### config.mk
export PLATFORM = sky130hd
export DESIGN_NAME = bounded_elite_pool_flat
export DESIGN_NICKNAME = d
export VERILOG_FILES = /design/src/sv/bep_pkg.sv /design/src/sv/bep_ifs.sv /design/src/sv/bep_ram.sv /design/src/sv/bep_mod.sv /design/src/sv/bep_ctrl.sv /design/src/sv/bounded_elite_pool.sv /design/src/flat_wrapper.sv
export SDC_FILE = /design/constraint.sdc
export NUM_CORES = 2
export LEC_CHECK = 0
export BUFFER_PORTS_ARGS = -buffer_cell sky130_fd_sc_hd__buf_2
export CAP_MARGIN = 10
export CORE_ASPECT_RATIO = 0.5
export CORE_MARGIN = 5
export CORE_UTILIZATION = 40
export CTS_CLUSTER_SIZE = 12
export DETAILED_ROUTE_END_ITERATION = 8
export HOLD_SLACK_MARGIN = 0.03
export PLACE_DENSITY = 0.61
export SYNTH_ARGS = -nofsm -noshare
export SYNTH_HDL_FRONTEND = slang
export SYNTH_SLANG_ARGS = --single-unit
### constraint.sdc
create_clock -name clk -period 23.2 [get_ports clk]
set_clock_uncertainty 0.15 [all_clocks]
set_input_delay 4.64 -clock clk [delete_from_list [all_inputs] [get_ports clk]]
set_output_delay 4.64 -clock clk [all_outputs]
set_load 0.005 [all_outputs]
### src/sv/bep_pkg.sv
// Shared widths, codes and beat types for the bounded elite pool.
`timescale 1ns / 1ps
`default_nettype none
package bep_pkg;

	// Built depth of the pool and derived widths
	localparam int POOL_DEPTH = 16;
	localparam int IDX_W      = (POOL_DEPTH > 1) ? $clog2(POOL_DEPTH) : 1;
	localparam int CNT_W      = $clog2(POOL_DEPTH + 1);
	localparam int HALF_W     = CNT_W - 1;

	// Fixed field widths
	localparam int ACTION_W = 2;
	localparam int SCORE_W  = 32;
	localparam int HANDLE_W = 32;
	localparam int SEED_W   = 32;
	localparam int STATUS_W = 2;
	localparam int SLOT_W   = 4;
	localparam int FILL_W   = 5;
	localparam int CAP_W    = 5;
	localparam int ENTRY_W  = SCORE_W + HANDLE_W;

	// Width wide enough to compare capacity against the fill count
	localparam int CMP_W     = (CNT_W > CAP_W) ? CNT_W : CAP_W;
	localparam int MOD_CNT_W = $clog2(SEED_W);

	localparam logic [CAP_W-1:0] CAP_RESET = CAP_W'(16);

	// Action codes
	localparam logic [ACTION_W-1:0] ACT_ADD    = 2'd0;
	localparam logic [ACTION_W-1:0] ACT_SELECT = 2'd1;
	localparam logic [ACTION_W-1:0] ACT_QUERY  = 2'd2;

	// Status codes
	localparam logic [STATUS_W-1:0] ST_OK     = 2'd0;
	localparam logic [STATUS_W-1:0] ST_REJECT = 2'd1;
	localparam logic [STATUS_W-1:0] ST_EMPTY  = 2'd2;

	typedef logic signed [SCORE_W-1:0] score_t;

	typedef struct packed {
		logic [ACTION_W-1:0] action;
		score_t              new_score;
		logic [HANDLE_W-1:0] payload_handle;
		logic [SEED_W-1:0]   seed;
	} cmd_beat_t;

	typedef struct packed {
		logic [STATUS_W-1:0] status;
		logic [SLOT_W-1:0]   slot;
		logic [HANDLE_W-1:0] out_payload;
		score_t              out_score;
		score_t              worst_score;
		logic [FILL_W-1:0]   fill_count;
	} rsp_beat_t;

	// Remainder unit request and response
	typedef struct packed {
		logic              start;
		logic [SEED_W-1:0] dividend;
		logic [HALF_W-1:0] divisor;
	} mod_req_t;

	typedef struct packed {
		logic              done;
		logic [HALF_W-1:0] rem;
	} mod_rsp_t;

endpackage
`default_nettype wire

### src/sv/bep_ifs.sv
// Valid/ready channel interfaces for command and response beats.
`timescale 1ns / 1ps
`default_nettype none
interface bep_cmd_if;
	import bep_pkg::*;

	logic                valid;
	logic                ready;
	logic [ACTION_W-1:0] action;
	score_t              new_score;
	logic [HANDLE_W-1:0] payload_handle;
	logic [SEED_W-1:0]   seed;

	modport source (output valid, action, new_score, payload_handle, seed, input ready);
	modport sink   (input valid, action, new_score, payload_handle, seed, output ready);
endinterface

interface bep_rsp_if;
	import bep_pkg::*;

	logic                valid;
	logic                ready;
	logic [STATUS_W-1:0] status;
	logic [SLOT_W-1:0]   slot;
	logic [HANDLE_W-1:0] out_payload;
	score_t              out_score;
	score_t              worst_score;
	logic [FILL_W-1:0]   fill_count;

	modport source (output valid, status, slot, out_payload, out_score, worst_score,
		fill_count, input ready);
	modport sink   (input valid, status, slot, out_payload, out_score, worst_score,
		fill_count, output ready);
endinterface
`default_nettype wire

### src/sv/bep_ram.sv
// Simple dual-port synchronous RAM, registered read.
`timescale 1ns / 1ps
`default_nettype none
module bep_ram #(
	parameter int DEPTH = 16,
	parameter int WIDTH = 64
) (
	input  wire logic                                        clk,
	input  wire logic                                        wr_en,
	input  wire logic [((DEPTH > 1) ? $clog2(DEPTH) : 1)-1:0] wr_addr,
	input  wire logic [WIDTH-1:0]                            wr_data,
	input  wire logic                                        rd_en,
	input  wire logic [((DEPTH > 1) ? $clog2(DEPTH) : 1)-1:0] rd_addr,
	output logic      [WIDTH-1:0]                            rd_data
);
	logic [WIDTH-1:0] mem_q [DEPTH];
	logic [WIDTH-1:0] rd_data_q;

	always_ff @(posedge clk) begin
		if (wr_en) begin
			mem_q[wr_addr] <= wr_data;
		end
	end

	always_ff @(posedge clk) begin
		if (rd_en) begin
			rd_data_q <= mem_q[rd_addr];
		end
	end

	assign rd_data = rd_data_q;
endmodule
`default_nettype wire

### src/sv/bep_mod.sv
// Bit-serial remainder unit: seed mod half, one dividend bit per cycle.
`timescale 1ns / 1ps
`default_nettype none
module bep_mod (
	input  wire logic              clk,
	input  wire logic              arst_n,
	input  wire bep_pkg::mod_req_t req,
	output bep_pkg::mod_rsp_t      rsp
);
	import bep_pkg::*;

	logic                 busy_q;
	logic                 done_q;
	logic [MOD_CNT_W-1:0] cnt_q;
	logic [SEED_W-1:0]    num_q;
	logic [HALF_W-1:0]    den_q;
	logic [HALF_W-1:0]    rem_q;
	logic [HALF_W:0]      r_sh;
	logic [HALF_W:0]      r_diff;
	logic [HALF_W-1:0]    r_new;

	// restoring step: remainder stays below the divisor, so one subtract suffices
	always_comb begin
		r_sh   = {rem_q, num_q[SEED_W-1]};
		r_diff = r_sh - {1'b0, den_q};
		r_new  = (r_sh >= {1'b0, den_q}) ? r_diff[HALF_W-1:0] : r_sh[HALF_W-1:0];
	end

	always_ff @(posedge clk or negedge arst_n) begin
		if (!arst_n) begin
			busy_q <= 1'b0;
			done_q <= 1'b0;
			cnt_q  <= '0;
		end else begin
			done_q <= 1'b0;
			if (req.start) begin
				busy_q <= 1'b1;
				cnt_q  <= '0;
			end else if (busy_q) begin
				cnt_q <= cnt_q + 1'b1;
				if (cnt_q == MOD_CNT_W'(SEED_W - 1)) begin
					busy_q <= 1'b0;
					done_q <= 1'b1;
				end
			end
		end
	end

	always_ff @(posedge clk) begin
		if (req.start) begin
			num_q <= req.dividend;
			den_q <= req.divisor;
			rem_q <= '0;
		end else if (busy_q) begin
			num_q <= {num_q[SEED_W-2:0], 1'b0};
			rem_q <= r_new;
		end
	end

	assign rsp.done = done_q;
	assign rsp.rem  = rem_q;
endmodule
`default_nettype wire

### src/sv/bep_ctrl.sv
// Pool sequencer: min scans, rank scans and read-modify-write of the entry RAM.
`timescale 1ns / 1ps
`default_nettype none
module bep_ctrl (
	input  wire logic                                clk,
	input  wire logic                                arst_n,
	input  wire logic [bep_pkg::CAP_W-1:0]           cap,
	input  wire logic                                cmd_valid,
	input  wire bep_pkg::cmd_beat_t                  cmd,
	output logic                                     cmd_ready,
	input  wire logic                                res_free,
	output logic                                     res_load,
	output bep_pkg::rsp_beat_t                       res,
	output logic                                     wr_en,
	output logic [bep_pkg::IDX_W-1:0]                wr_addr,
	output logic [bep_pkg::ENTRY_W-1:0]              wr_data,
	output logic                                     rd_en,
	output logic [bep_pkg::IDX_W-1:0]                rd_addr,
	input  wire logic [bep_pkg::ENTRY_W-1:0]         rd_data,
	output bep_pkg::mod_req_t                        mod_req,
	input  wire bep_pkg::mod_rsp_t                   mod_rsp
);
	import bep_pkg::*;

	typedef enum logic [7:0] {
		S_IDLE      = 8'b0000_0001,
		S_MINSCAN   = 8'b0000_0010,
		S_DECIDE    = 8'b0000_0100,
		S_MOD       = 8'b0000_1000,
		S_RANK_LD   = 8'b0001_0000,
		S_RANK_HOLD = 8'b0010_0000,
		S_RANK_SCAN = 8'b0100_0000,
		S_RESULT    = 8'b1000_0000
	} state_t;

	state_t            state_q;
	logic [CNT_W-1:0]  count_q;
	logic [CNT_W-1:0]  issue_q;
	logic              rd_vld_s1;
	logic [IDX_W-1:0]  rd_idx_s1;

	score_t            score_q;
	logic [HANDLE_W-1:0] handle_q;
	logic              final_q;
	logic [STATUS_W-1:0] status_q;
	logic [IDX_W-1:0]  slot_q;
	logic [HANDLE_W-1:0] opay_q;
	score_t            oscore_q;
	score_t            worst_q;
	score_t            min_q;
	logic [IDX_W-1:0]  min_slot_q;
	logic [HALF_W-1:0] pick_q;
	logic [IDX_W-1:0]  i_q;
	score_t            si_q;
	logic [HANDLE_W-1:0] pi_q;
	logic [CNT_W-1:0]  rank_q;

	logic              accept;
	logic              is_add;
	logic              is_sel;
	logic [CMP_W-1:0]  cap_ext;
	logic [CMP_W-1:0]  eff_cap;
	logic              full;
	logic [CNT_W-1:0]  cnt_m1;
	logic              issue_en;
	logic              scan_last;
	score_t            rd_score;
	logic [HANDLE_W-1:0] rd_pay;
	logic              take_min;
	score_t            min_nxt;
	logic [IDX_W-1:0]  min_slot_nxt;
	logic              hit;
	logic [CNT_W-1:0]  rank_nxt;
	logic              found;
	logic              replace;
	logic [HALF_W-1:0] half_raw;

	always_comb begin
		case (cmd.action)
			ACT_ADD: begin
				is_add = 1'b1;
				is_sel = 1'b0;
			end
			ACT_SELECT: begin
				is_add = 1'b0;
				is_sel = 1'b1;
			end
			ACT_QUERY: begin
				is_add = 1'b0;
				is_sel = 1'b0;
			end
			default: begin
				is_add = 1'b0;
				is_sel = 1'b0;
			end
		endcase
	end

	always_comb begin
		cmd_ready = (state_q == S_IDLE);
		accept    = cmd_valid && cmd_ready;

		// capacity 0 acts as 1, above the built depth as the depth
		cap_ext = CMP_W'(cap);
		if (cap == '0) begin
			eff_cap = CMP_W'(1);
		end else if (cap_ext > CMP_W'(POOL_DEPTH)) begin
			eff_cap = CMP_W'(POOL_DEPTH);
		end else begin
			eff_cap = cap_ext;
		end
		full = CMP_W'(count_q) >= eff_cap;

		cnt_m1    = count_q - 1'b1;
		issue_en  = ((state_q == S_MINSCAN) || (state_q == S_RANK_SCAN)) && (issue_q < count_q);
		scan_last = rd_vld_s1 && (rd_idx_s1 == cnt_m1[IDX_W-1:0]);

		rd_score = score_t'(rd_data[ENTRY_W-1:HANDLE_W]);
		rd_pay   = rd_data[HANDLE_W-1:0];

		// running minimum, lowest slot wins ties
		take_min     = (rd_idx_s1 == '0) || (rd_score < min_q);
		min_nxt      = take_min ? rd_score : min_q;
		min_slot_nxt = take_min ? rd_idx_s1 : min_slot_q;

		// entry j outranks entry i
		hit      = (rd_score > si_q) || ((rd_score == si_q) && (rd_idx_s1 < i_q));
		rank_nxt = rank_q + CNT_W'(hit);
		found    = (rank_nxt == CNT_W'(pick_q));

		replace = (state_q == S_DECIDE) && (score_q > min_q);

		half_raw = count_q[CNT_W-1:1];
	end

	// RAM ports
	always_comb begin
		if (state_q == S_DECIDE) begin
			wr_en   = replace;
			wr_addr = min_slot_q;
			wr_data = {score_q, handle_q};
		end else begin
			wr_en   = accept && is_add && !full;
			wr_addr = count_q[IDX_W-1:0];
			wr_data = {cmd.new_score, cmd.payload_handle};
		end
		rd_en   = issue_en || (state_q == S_RANK_LD);
		rd_addr = (state_q == S_RANK_LD) ? i_q : issue_q[IDX_W-1:0];
	end

	always_comb begin
		mod_req.start    = accept && is_sel && (count_q != '0);
		mod_req.dividend = cmd.seed;
		mod_req.divisor  = (half_raw == '0) ? HALF_W'(1) : half_raw;
	end

	always_ff @(posedge clk or negedge arst_n) begin
		if (!arst_n) begin
			state_q   <= S_IDLE;
			count_q   <= '0;
			issue_q   <= '0;
			rd_vld_s1 <= 1'b0;
		end else begin
			rd_vld_s1 <= issue_en;
			if (scan_last || ((state_q != S_MINSCAN) && (state_q != S_RANK_SCAN))) begin
				issue_q <= '0;
			end else if (issue_en) begin
				issue_q <= issue_q + 1'b1;
			end

			case (state_q)
				S_IDLE: begin
					if (accept) begin
						if (is_add) begin
							if (!full) begin
								count_q <= count_q + 1'b1;
							end
							state_q <= S_MINSCAN;
						end else if (count_q == '0) begin
							state_q <= S_RESULT;
						end else if (is_sel) begin
							state_q <= S_MOD;
						end else begin
							state_q <= S_MINSCAN;
						end
					end
				end
				S_MINSCAN: begin
					if (scan_last) begin
						state_q <= final_q ? S_RESULT : S_DECIDE;
					end
				end
				S_DECIDE: state_q <= S_MINSCAN;
				S_MOD: begin
					if (mod_rsp.done) begin
						state_q <= S_RANK_LD;
					end
				end
				S_RANK_LD:   state_q <= S_RANK_HOLD;
				S_RANK_HOLD: state_q <= S_RANK_SCAN;
				S_RANK_SCAN: begin
					if (scan_last) begin
						state_q <= found ? S_MINSCAN : S_RANK_LD;
					end
				end
				S_RESULT: begin
					if (res_free) begin
						state_q <= S_IDLE;
					end
				end
				default: state_q <= S_IDLE;
			endcase
		end
	end

	always_ff @(posedge clk) begin
		rd_idx_s1 <= issue_q[IDX_W-1:0];
		case (state_q)
			S_IDLE: begin
				if (accept) begin
					score_q  <= cmd.new_score;
					handle_q <= cmd.payload_handle;
					final_q  <= !(is_add && full);
					status_q <= (is_sel && (count_q == '0)) ? ST_EMPTY : ST_OK;
					slot_q   <= (is_add && !full) ? count_q[IDX_W-1:0] : '0;
					opay_q   <= '0;
					oscore_q <= '0;
					worst_q  <= '0;
				end
			end
			S_MINSCAN: begin
				if (rd_vld_s1) begin
					min_q      <= min_nxt;
					min_slot_q <= min_slot_nxt;
				end
				if (scan_last && final_q) begin
					worst_q <= min_nxt;
				end
			end
			S_DECIDE: begin
				final_q <= 1'b1;
				if (replace) begin
					slot_q <= min_slot_q;
				end else begin
					status_q <= ST_REJECT;
				end
			end
			S_MOD: begin
				pick_q <= mod_rsp.rem;
				i_q    <= '0;
			end
			S_RANK_HOLD: begin
				si_q   <= rd_score;
				pi_q   <= rd_pay;
				rank_q <= '0;
			end
			S_RANK_SCAN: begin
				if (rd_vld_s1) begin
					rank_q <= rank_nxt;
				end
				if (scan_last) begin
					if (found) begin
						slot_q   <= i_q;
						opay_q   <= pi_q;
						oscore_q <= si_q;
					end else begin
						i_q <= i_q + 1'b1;
					end
				end
			end
			default: begin
			end
		endcase
	end

	always_comb begin
		res_load        = (state_q == S_RESULT) && res_free;
		res.status      = status_q;
		res.slot        = SLOT_W'(slot_q);
		res.out_payload = opay_q;
		res.out_score   = oscore_q;
		res.worst_score = worst_q;
		res.fill_count  = FILL_W'(count_q);
	end
endmodule
`default_nettype wire

### src/sv/bounded_elite_pool.sv
// Top level of the bounded elite pool: capacity register, output register, core.
//
//  channel | dir | handshake          | beat contents
//  --------+-----+--------------------+----------------------------------------------
//  cmd     | in  | valid/ready        | action, new_score, payload_handle, seed
//  rsp     | out | valid/ready        | status, slot, out_payload, out_score,
//          |     |                    | worst_score, fill_count
//  cfg     | in  | cfg_wr_en, no wait | cfg_wr_data = capacity
//
// One command in flight. Steps per beat, from an accept to the next accept when the
// output register is free:
//   add into a free slot : write, then one worst-score pass over the RAM
//   add into a full pool : worst-slot pass, write-back, worst-score pass
//   select               : bit-serial remainder, then one rank pass per candidate,
//                          from slot 0 up to the one chosen, then a worst-score pass
//   query                : one worst-score pass; on an empty pool, no pass at all
// Every pass streams the single read port of the entry RAM, one entry a cycle.
// Reset clears the fill count, not the entries; no clearing pass, entries at or above the count
// are never read. A finished beat waits in the output register, so the next command
// is taken while the response stage is stalled.
`timescale 1ns / 1ps
`default_nettype none
module bounded_elite_pool (
	input  wire logic                       clk,
	input  wire logic                       arst_n,
	input  wire logic                       cfg_wr_en,
	input  wire logic [bep_pkg::CAP_W-1:0]  cfg_wr_data,
	bep_cmd_if.sink                         cmd,
	bep_rsp_if.source                       rsp
);
	import bep_pkg::*;

	logic [CAP_W-1:0]   cap_q;
	logic               rsp_vld_q;
	rsp_beat_t          rsp_q;

	cmd_beat_t          cmd_beat;
	logic               cmd_ready;
	logic               res_free;
	logic               res_load;
	rsp_beat_t          res;

	logic               wr_en;
	logic [IDX_W-1:0]   wr_addr;
	logic [ENTRY_W-1:0] wr_data;
	logic               rd_en;
	logic [IDX_W-1:0]   rd_addr;
	logic [ENTRY_W-1:0] rd_data;
	mod_req_t           mod_req;
	mod_rsp_t           mod_rsp;

	// Capacity register, to be written only while the pool is idle; the block does not enforce it.
	always_ff @(posedge clk or negedge arst_n) begin
		if (!arst_n) begin
			cap_q <= CAP_RESET;
		end else if (cfg_wr_en) begin
			cap_q <= cfg_wr_data;
		end
	end

	always_comb begin
		cmd_beat.action         = cmd.action;
		cmd_beat.new_score      = cmd.new_score;
		cmd_beat.payload_handle = cmd.payload_handle;
		cmd_beat.seed           = cmd.seed;
		cmd.ready               = cmd_ready;
	end

	// Output register: takes a new beat when empty or being drained this cycle.
	assign res_free = !rsp_vld_q || rsp.ready;

	always_ff @(posedge clk or negedge arst_n) begin
		if (!arst_n) begin
			rsp_vld_q <= 1'b0;
		end else if (res_free) begin
			rsp_vld_q <= res_load;
		end
	end

	always_ff @(posedge clk) begin
		if (res_load) begin
			rsp_q <= res;
		end
	end

	always_comb begin
		rsp.valid       = rsp_vld_q;
		rsp.status      = rsp_q.status;
		rsp.slot        = rsp_q.slot;
		rsp.out_payload = rsp_q.out_payload;
		rsp.out_score   = rsp_q.out_score;
		rsp.worst_score = rsp_q.worst_score;
		rsp.fill_count  = rsp_q.fill_count;
	end

	// Entry RAM: {score, payload handle} per slot.
	bep_ram #(
		.DEPTH (POOL_DEPTH),
		.WIDTH (ENTRY_W)
	) u_ram (
		.clk     (clk),
		.wr_en   (wr_en),
		.wr_addr (wr_addr),
		.wr_data (wr_data),
		.rd_en   (rd_en),
		.rd_addr (rd_addr),
		.rd_data (rd_data)
	);

	// seed mod max(1, count/2) for select
	bep_mod u_mod (
		.clk    (clk),
		.arst_n (arst_n),
		.req    (mod_req),
		.rsp    (mod_rsp)
	);

	bep_ctrl u_ctrl (
		.clk       (clk),
		.arst_n    (arst_n),
		.cap       (cap_q),
		.cmd_valid (cmd.valid),
		.cmd       (cmd_beat),
		.cmd_ready (cmd_ready),
		.res_free  (res_free),
		.res_load  (res_load),
		.res       (res),
		.wr_en     (wr_en),
		.wr_addr   (wr_addr),
		.wr_data   (wr_data),
		.rd_en     (rd_en),
		.rd_addr   (rd_addr),
		.rd_data   (rd_data),
		.mod_req   (mod_req),
		.mod_rsp   (mod_rsp)
	);
endmodule
`default_nettype wire

### src/flat_wrapper.sv
// flat-port wrapper written by rule: the top's interface ports become plain ports
module bounded_elite_pool_flat import bep_pkg::*;
  (clk, arst_n, cfg_wr_en, cfg_wr_data, cmd_valid, cmd_action, cmd_new_score, cmd_payload_handle, cmd_seed, cmd_ready, rsp_valid, rsp_status, rsp_slot, rsp_out_payload, rsp_out_score, rsp_worst_score, rsp_fill_count, rsp_ready);
  bep_cmd_if cmd_i ();
  bep_rsp_if rsp_i ();
  input  wire logic clk;
  input  wire logic arst_n;
  input  wire logic cfg_wr_en;
  input  wire logic [bep_pkg::CAP_W-1:0] cfg_wr_data;
  input wire logic [$bits(cmd_i.valid)-1:0] cmd_valid;
  input wire logic [$bits(cmd_i.action)-1:0] cmd_action;
  input wire logic [$bits(cmd_i.new_score)-1:0] cmd_new_score;
  input wire logic [$bits(cmd_i.payload_handle)-1:0] cmd_payload_handle;
  input wire logic [$bits(cmd_i.seed)-1:0] cmd_seed;
  output wire logic [$bits(cmd_i.ready)-1:0] cmd_ready;
  output wire logic [$bits(rsp_i.valid)-1:0] rsp_valid;
  output wire logic [$bits(rsp_i.status)-1:0] rsp_status;
  output wire logic [$bits(rsp_i.slot)-1:0] rsp_slot;
  output wire logic [$bits(rsp_i.out_payload)-1:0] rsp_out_payload;
  output wire logic [$bits(rsp_i.out_score)-1:0] rsp_out_score;
  output wire logic [$bits(rsp_i.worst_score)-1:0] rsp_worst_score;
  output wire logic [$bits(rsp_i.fill_count)-1:0] rsp_fill_count;
  input wire logic [$bits(rsp_i.ready)-1:0] rsp_ready;
  assign cmd_i.valid = cmd_valid;
  assign cmd_i.action = cmd_action;
  assign cmd_i.new_score = cmd_new_score;
  assign cmd_i.payload_handle = cmd_payload_handle;
  assign cmd_i.seed = cmd_seed;
  assign cmd_ready = cmd_i.ready;
  assign rsp_valid = rsp_i.valid;
  assign rsp_status = rsp_i.status;
  assign rsp_slot = rsp_i.slot;
  assign rsp_out_payload = rsp_i.out_payload;
  assign rsp_out_score = rsp_i.out_score;
  assign rsp_worst_score = rsp_i.worst_score;
  assign rsp_fill_count = rsp_i.fill_count;
  assign rsp_i.ready = rsp_ready;
  bounded_elite_pool u_core (.clk(clk), .arst_n(arst_n), .cfg_wr_en(cfg_wr_en), .cfg_wr_data(cfg_wr_data), .cmd(cmd_i), .rsp(rsp_i));
endmodule
## Word-level counts from Yosys, hierarchy flattened

Memory sizes are Yosys's and may differ from the RTL's. A register that Yosys moved wholly into a read port is not among the register bits.
Cells that the tools add are included.

| cells by class | value |
|---|---|
| add/sub/neg operators | 7 |
| order comparisons | 8 |
| equal/unequal tests | 26 |
| muxes and demuxes | 61 |
| bitwise gates (word level) | 1 |
| reductions and logical operators | 50 |

Operator list:

| kind | count |
|---|---|
| $mux 32 | 9 |
| $pmux 32 s2 | 3 |
| $gt 32x32->1 | 2 |
| $mux 64 | 1 |
| $mux 8 | 8 |
| $pmux 8 s8 | 1 |
| $mux 4 | 11 |
| $mux 5 | 8 |
| $eq 32x32->1 | 1 |
| $lt 32x32->1 | 1 |
| $ne 2x2->1 const B | 8 |
| $add 5x1->5 const B | 3 |
| $logic_and 1x1->1 | 15 |
| $reduce_bool 2->1 | 7 |
| $mux 1 | 12 |
| $pmux 4 s3 | 1 |
| $reduce_and 3->1 | 4 |
| $logic_not 5->1 | 2 |
| $pmux 5 s2 | 1 |
| $reduce_and 5->1 | 2 |
| $eq 8x1->1 const B | 1 |
| $eq 8x2->1 const B | 1 |
| $eq 8x3->1 const B | 1 |
| $eq 8x4->1 const B | 1 |
| 33 further kinds | 49 |

| word-level totals | value |
|---|---|
| register bits after elaboration | 463 |
| RAM bits | 1024 |
| bits of input ports | 108 |
| output and inout bits | 109 |
| logic and storage cells | 188 |
| memories kept | 1 |

Memory list:

| memory | words | width | read ports | clocked after Yosys merged registers in | wr ports | line | text |
|---|---|---|---|---|---|---|---|
| u_core.u_ram.mem_q | 16 | 64 | 1 | 1 | 1 | bep_ram.sv:16 | `logic [WIDTH-1:0] mem_q [DEPTH];` |

## Logic depth before layout (Yosys ltp)

| depth | value |
|---|---|
| depth after elaboration | 9 |
| gate-level depth with buffers | 17 |
| mapped depth without buffers | 17 |

## Modules after synthesis

From an unflattened synthesis, not the netlist that was laid out.

| second synthesis, totals | value |
|---|---|
| cell total of the unflattened synthesis | 3203 |
| area, all modules | 61087.3 sq um |

By module, submodules not included:

| module | instances | cells each | area an instance (sq um) | seq. area each (sq um) |
|---|---|---|---|---|
| bep_ram | 1 | 1647 | 40222.3 | 32671.3 |
| bep_ctrl | 1 | 1284 | 15254.6 | 8964.8 |
| bounded_elite_pool | 1 | 120 | 3433.3 | 3364.5 |
| bep_mod | 1 | 152 | 2177.1 | 1336.3 |

## Worst setup path after synthesis

Ideal clock, no wire load.

| timing | value |
|---|---|
| path type | input to register |
| from | input port cmd_valid |
| to | memory u_core.u_ram.mem_q[11][0] (enable) |
| library setup time | 0.507 ns |
| arrival time | 9.997 ns |
| required time | 22.543 ns |
| setup slack | 12.546 ns |
| stages on the path | 6 |
| path buffers | 2 |
| cells stage by stage | nand2_1 inv_1 o2111ai_1 buf_2 buf_2 a21oi_1 |

| on the way | value |
|---|---|
| longest elaborated chain between the ends | 6 |

Ends and longest elaborated chain:

| element | line | text |
|---|---|---|
| start: declaration | flat_wrapper.sv:10 | `input wire logic [$bits(cmd_i.valid)-1:0] cmd_valid;` |
| $logic_and 1x1->1 | bep_ctrl.sv:101 | `accept = cmd_valid && cmd_ready;` |
| $logic_and 1x1->1 (2 in a row) | bep_ctrl.sv:143 | `wr_en = accept && is_add && !full;` |
| $mux 1 | bep_ctrl.sv:138 | `if (state_q == S_DECIDE) begin` |
| $mux 1 | bep_ram.sv:20 | `if (wr_en) begin` |
| $mux 1 (not written as such) | bep_ram.sv:21 | `mem_q[wr_addr] <= wr_data;` |
| end: declaration | bep_ram.sv:16 |  |

No other way between the ends.

## Worst setup path in the final report

| timing | value |
|---|---|
| from | input port cmd_valid |
| to | memory u_core.u_ram.mem_q[11][11] (enable) |

The elaborated chain is that of the path after synthesis.

==> reports/metrics.yaml <==
cp_data_required_time_ns: 23.45
layout-drive-gt1-share: 0.190
die_x_um: 561
mostFrequentLayoutCells: "edfxtp_1 (1511), nand2_1 (453), buf_2 (216)"
total_leakage_power_nw: 23.2
routed.top_layer: "met5"
final_common_cell: "edfxtp_1"
p_clk_frac: 0.349
drv_cap: 0
cts.repair.resized: 0
status: "completed"
io_buffers: 216
ys_seq_area_frac: 0.763
synth_nets: 3696
route.met2.wl_um: 66400
design_area_um2: 68700
post_cts_buffers: 0
wl_met3_um: 9050
hold_viol: 0
postRouteAntennaNets: 0
fin_crit_ns: 7.73
vdd_ir_drop_max_mv: 0.0789
clock_path_buffers: 3
maxSlewViolCount: 0
routedLengthMet1_um: 63200
fillers: 12800
row_count: 101
p_int_mw: 4.81
vias_per_cell: 5.44
first_pass_iters: 6
hpwl_um: 86500
overflow: 0
yosysWarnings: 0
ios: 217
powerDensity_nw_per_um2: 92.5
maxSlewHeadroom: 0.154
start_kind: "primary input"
worst_pin_slew_ns: 1.27
hold_ws_ns: 0.260
min_path_type: "register to register"
postSynthCellCount: 3467
end_kind: "register"
synth_edf_count: 1511
ys.flop_type: "edfxtp_1"
place.gp.congestion: 0.805
ys_ff_latch: 1551
grt_pass1_vias: 32500
crit_chain: "buf_2 -> nand2_1 -> clkinv_2 -> o2111ai_4 -> buf_4 -> a21oi_4 -> buf_4"
async_flop_share: 0.0206
rsz0062_at_grt: "no"
ys_types: 69
tns_ns: 0
grt_max_degree: 70
grt_pass1_wl_um: 211000
fin_crit_sh: 0.333
cts_tree: "built"
synth_area_um2: 60700
clock_latency_ns: 0.77
fin_nets: 3974
drc_errors: 0
syn2layout_area_growth_pct: 13.1
hold_buffers: 0
grt.total_usage: 0.175
cpPeakStageDelay_ns: 1.03
seq_area_um2: 46300
arrival_ns: 7.97
avgSynthCellArea_um2: 17.5
vias: 31700
clk_pin_slew_ns: 0.06
core_area_um2: 151000
drt_wl_total_um: 141000
multi_input_area_um2: 13600
cp_slowest_cell: "a21oi_4"
path_class: "primary input to register"
max_freq_mhz: 129
cts_made_buffers: 152
start_util: 0.402
swShare: 0.244
htreeDepth: 4
final_cells: 5823
clock-sinks: 1551
die_area_um2: 160000
post_drt_wl_per_cell_um: 24.3
crit_fanout: 37
final-setup-viol-count: 0
power_frac_comb: 0.114
antenna_found_initial: 14
die_h_um: 286
dpl.cell_count: 5596
placedInstanceArea_um2: 64400
cpMostUsedCell: "buf_4"
drt-initial-drc-count: 3470
seq_power_share: 0.537
cts-root-buf: "clkbuf_16"
p_switching_mw: 1.55
-- final cells by class --
cell class	instances	share of cell area
Sequential cell	1551	0.674
Multi-Input combinational cell	1662	0.198
Clock buffer	190	0.0580
Tap cell	2008	0.0366
Timing Repair Buffer	282	0.0234
Inverter	96	0.00530
Clock inverter	28	0.00420
Antenna cell	6	0.000218
-- final timing paths --
path                                           from                         end  slack (ns)  cells after the start
max in group asynchronous                    arst_n    u_core.u_ctrl.count_q[2]       18.60                      1
hold reg to reg            u_core.u_ram.rd_data[13]      u_core.u_ctrl.pi_q[13]        0.26                      0
setup reg to reg           u_core.u_ctrl.state_q[1]  u_core.u_ram.mem_q[11][11]       17.61                     10
min in group asynchronous                    arst_n             u_core.cap_q[0]        3.79                      1
setup / recovery                          cmd_valid  u_core.u_ram.mem_q[11][11]       15.47                      7
hold / removal             u_core.u_ram.rd_data[13]      u_core.u_ctrl.pi_q[13]        0.26                      0
-- flip-flops by register name, indices dropped and copies added (netlist names), 5 cells and up --
register	count
u_core.cap_q	5
u_core.rsp.fill_count	5
u_core.rsp.out_payload	32
u_core.rsp.out_score	32
u_core.rsp.worst_score	32
u_core.u_ctrl.count_q	5
u_core.u_ctrl.handle_q	32
u_core.u_ctrl.issue_q	5
u_core.u_ctrl.min_q	32
u_core.u_ctrl.opay_q	32
u_core.u_ctrl.oscore_q	32
u_core.u_ctrl.pi_q	32
u_core.u_ctrl.rank_q	5
u_core.u_ctrl.score_q	32
u_core.u_ctrl.si_q	32
u_core.u_ctrl.state_q	8
u_core.u_ctrl.worst_q	32
u_core.u_mod.cnt_q	5
u_core.u_mod.num_q	32
u_core.u_ram.mem_q	1024
u_core.u_ram.rd_data	64
-- Yosys cell counts (all sizes together), types with 3 or more instances --
| cell | number | area (um2) |
|---|---|---|
| nor3 | 19 | 95.1 |
| nand4 | 23 | 144 |
| nor4 | 9 | 77.6 |
| a21o | 29 | 218 |
| nand4b | 4 | 35.0 |
| dfrtp | 30 | 751 |
| o31ai | 8 | 60.1 |
| clkbuf | 83 | 312 |
| o22ai | 3 | 18.8 |
| nor2b | 6 | 37.5 |
| o21a | 3 | 22.5 |
| a22oi | 64 | 480 |
| dfxtp | 8 | 160 |
| or4 | 6 | 45.0 |
| a21oi | 90 | 450 |
| nand2b | 11 | 68.8 |
| edfxtp | 1511 | 45400 |
| nand3b | 8 | 60.1 |
| mux2i | 68 | 688 |
| mux2 | 38 | 432 |
| a32oi | 56 | 490 |
| o2111ai | 4 | 35.0 |
| buf | 75 | 462 |
| nor2 | 86 | 330 |
| inv | 96 | 360 |
| xnor2 | 14 | 123 |
| mux4 | 184 | 4140 |
| ha | 120 | 1500 |
| nand2 | 454 | 1700 |
| and2 | 42 | 263 |
| or2 | 3 | 18.8 |
| a211oi | 6 | 45.0 |
| and4 | 3 | 26.3 |
| nand3 | 79 | 395 |
| xor2 | 12 | 105 |
| o21ai | 182 | 911 |
-- power by group through the flow --
stage	clock [mW]	sequential, mW	combinational, mW
finish	2.22	3.41	0.723
global route	2.39	3.43	0.798
CTS	2.27	3.42	0.732
detailed placement	0	3.47	0.729
global placement	0	3.47	0.708
floorplan	0	3.43	0.507
-- critical path: cells and delay by family --
kind / cells / cell delay, ns
buffers and inverters: 4 / 1.74
AOI/OAI and AO/OA: 2 / 1.23
and+or+nand+nor: 1 / 0.25
-- cells by family (layout without fill, tap and decap cells) --
logic type	Yosys count	in the layout	synth area share
adder cells (fa/ha/maj)	121	121	0.0250
multiplexers	290	290	0.0866
other	0	6	0
AND/OR/NAND/NOR	758	758	0.0550
flip-flops	1551	1551	0.763
buffers and inverters	254	596	0.0187
AO/OA/AOI/OAI	467	467	0.0481
XOR/XNOR	26	26	0.00375
-- through the flow --
stage          setup slack (ns)   util  power (mW)
2_1_floorplan             12.55      -        3.94
3_3_place_gp              14.71  0.426        4.17
3_5_place_dp              14.58  0.426        4.20
4_1_cts                   15.47  0.454        6.42
5_1_grt                   15.33  0.454        6.62
6_report                  15.47  0.454        6.36
-- routing by layer --
| metal | global-route usage | up-vias |
|---|---|---|
| met5 | 0 | - |
| met4 | 0.0446 | 8 |
| met3 | 0.0307 | 197 |
| met2 | 0.280 | 1033 |
| met1 | 0.250 | 16400 |
| li1 | - | 14100 |
(Power assumes the default switching activity.)
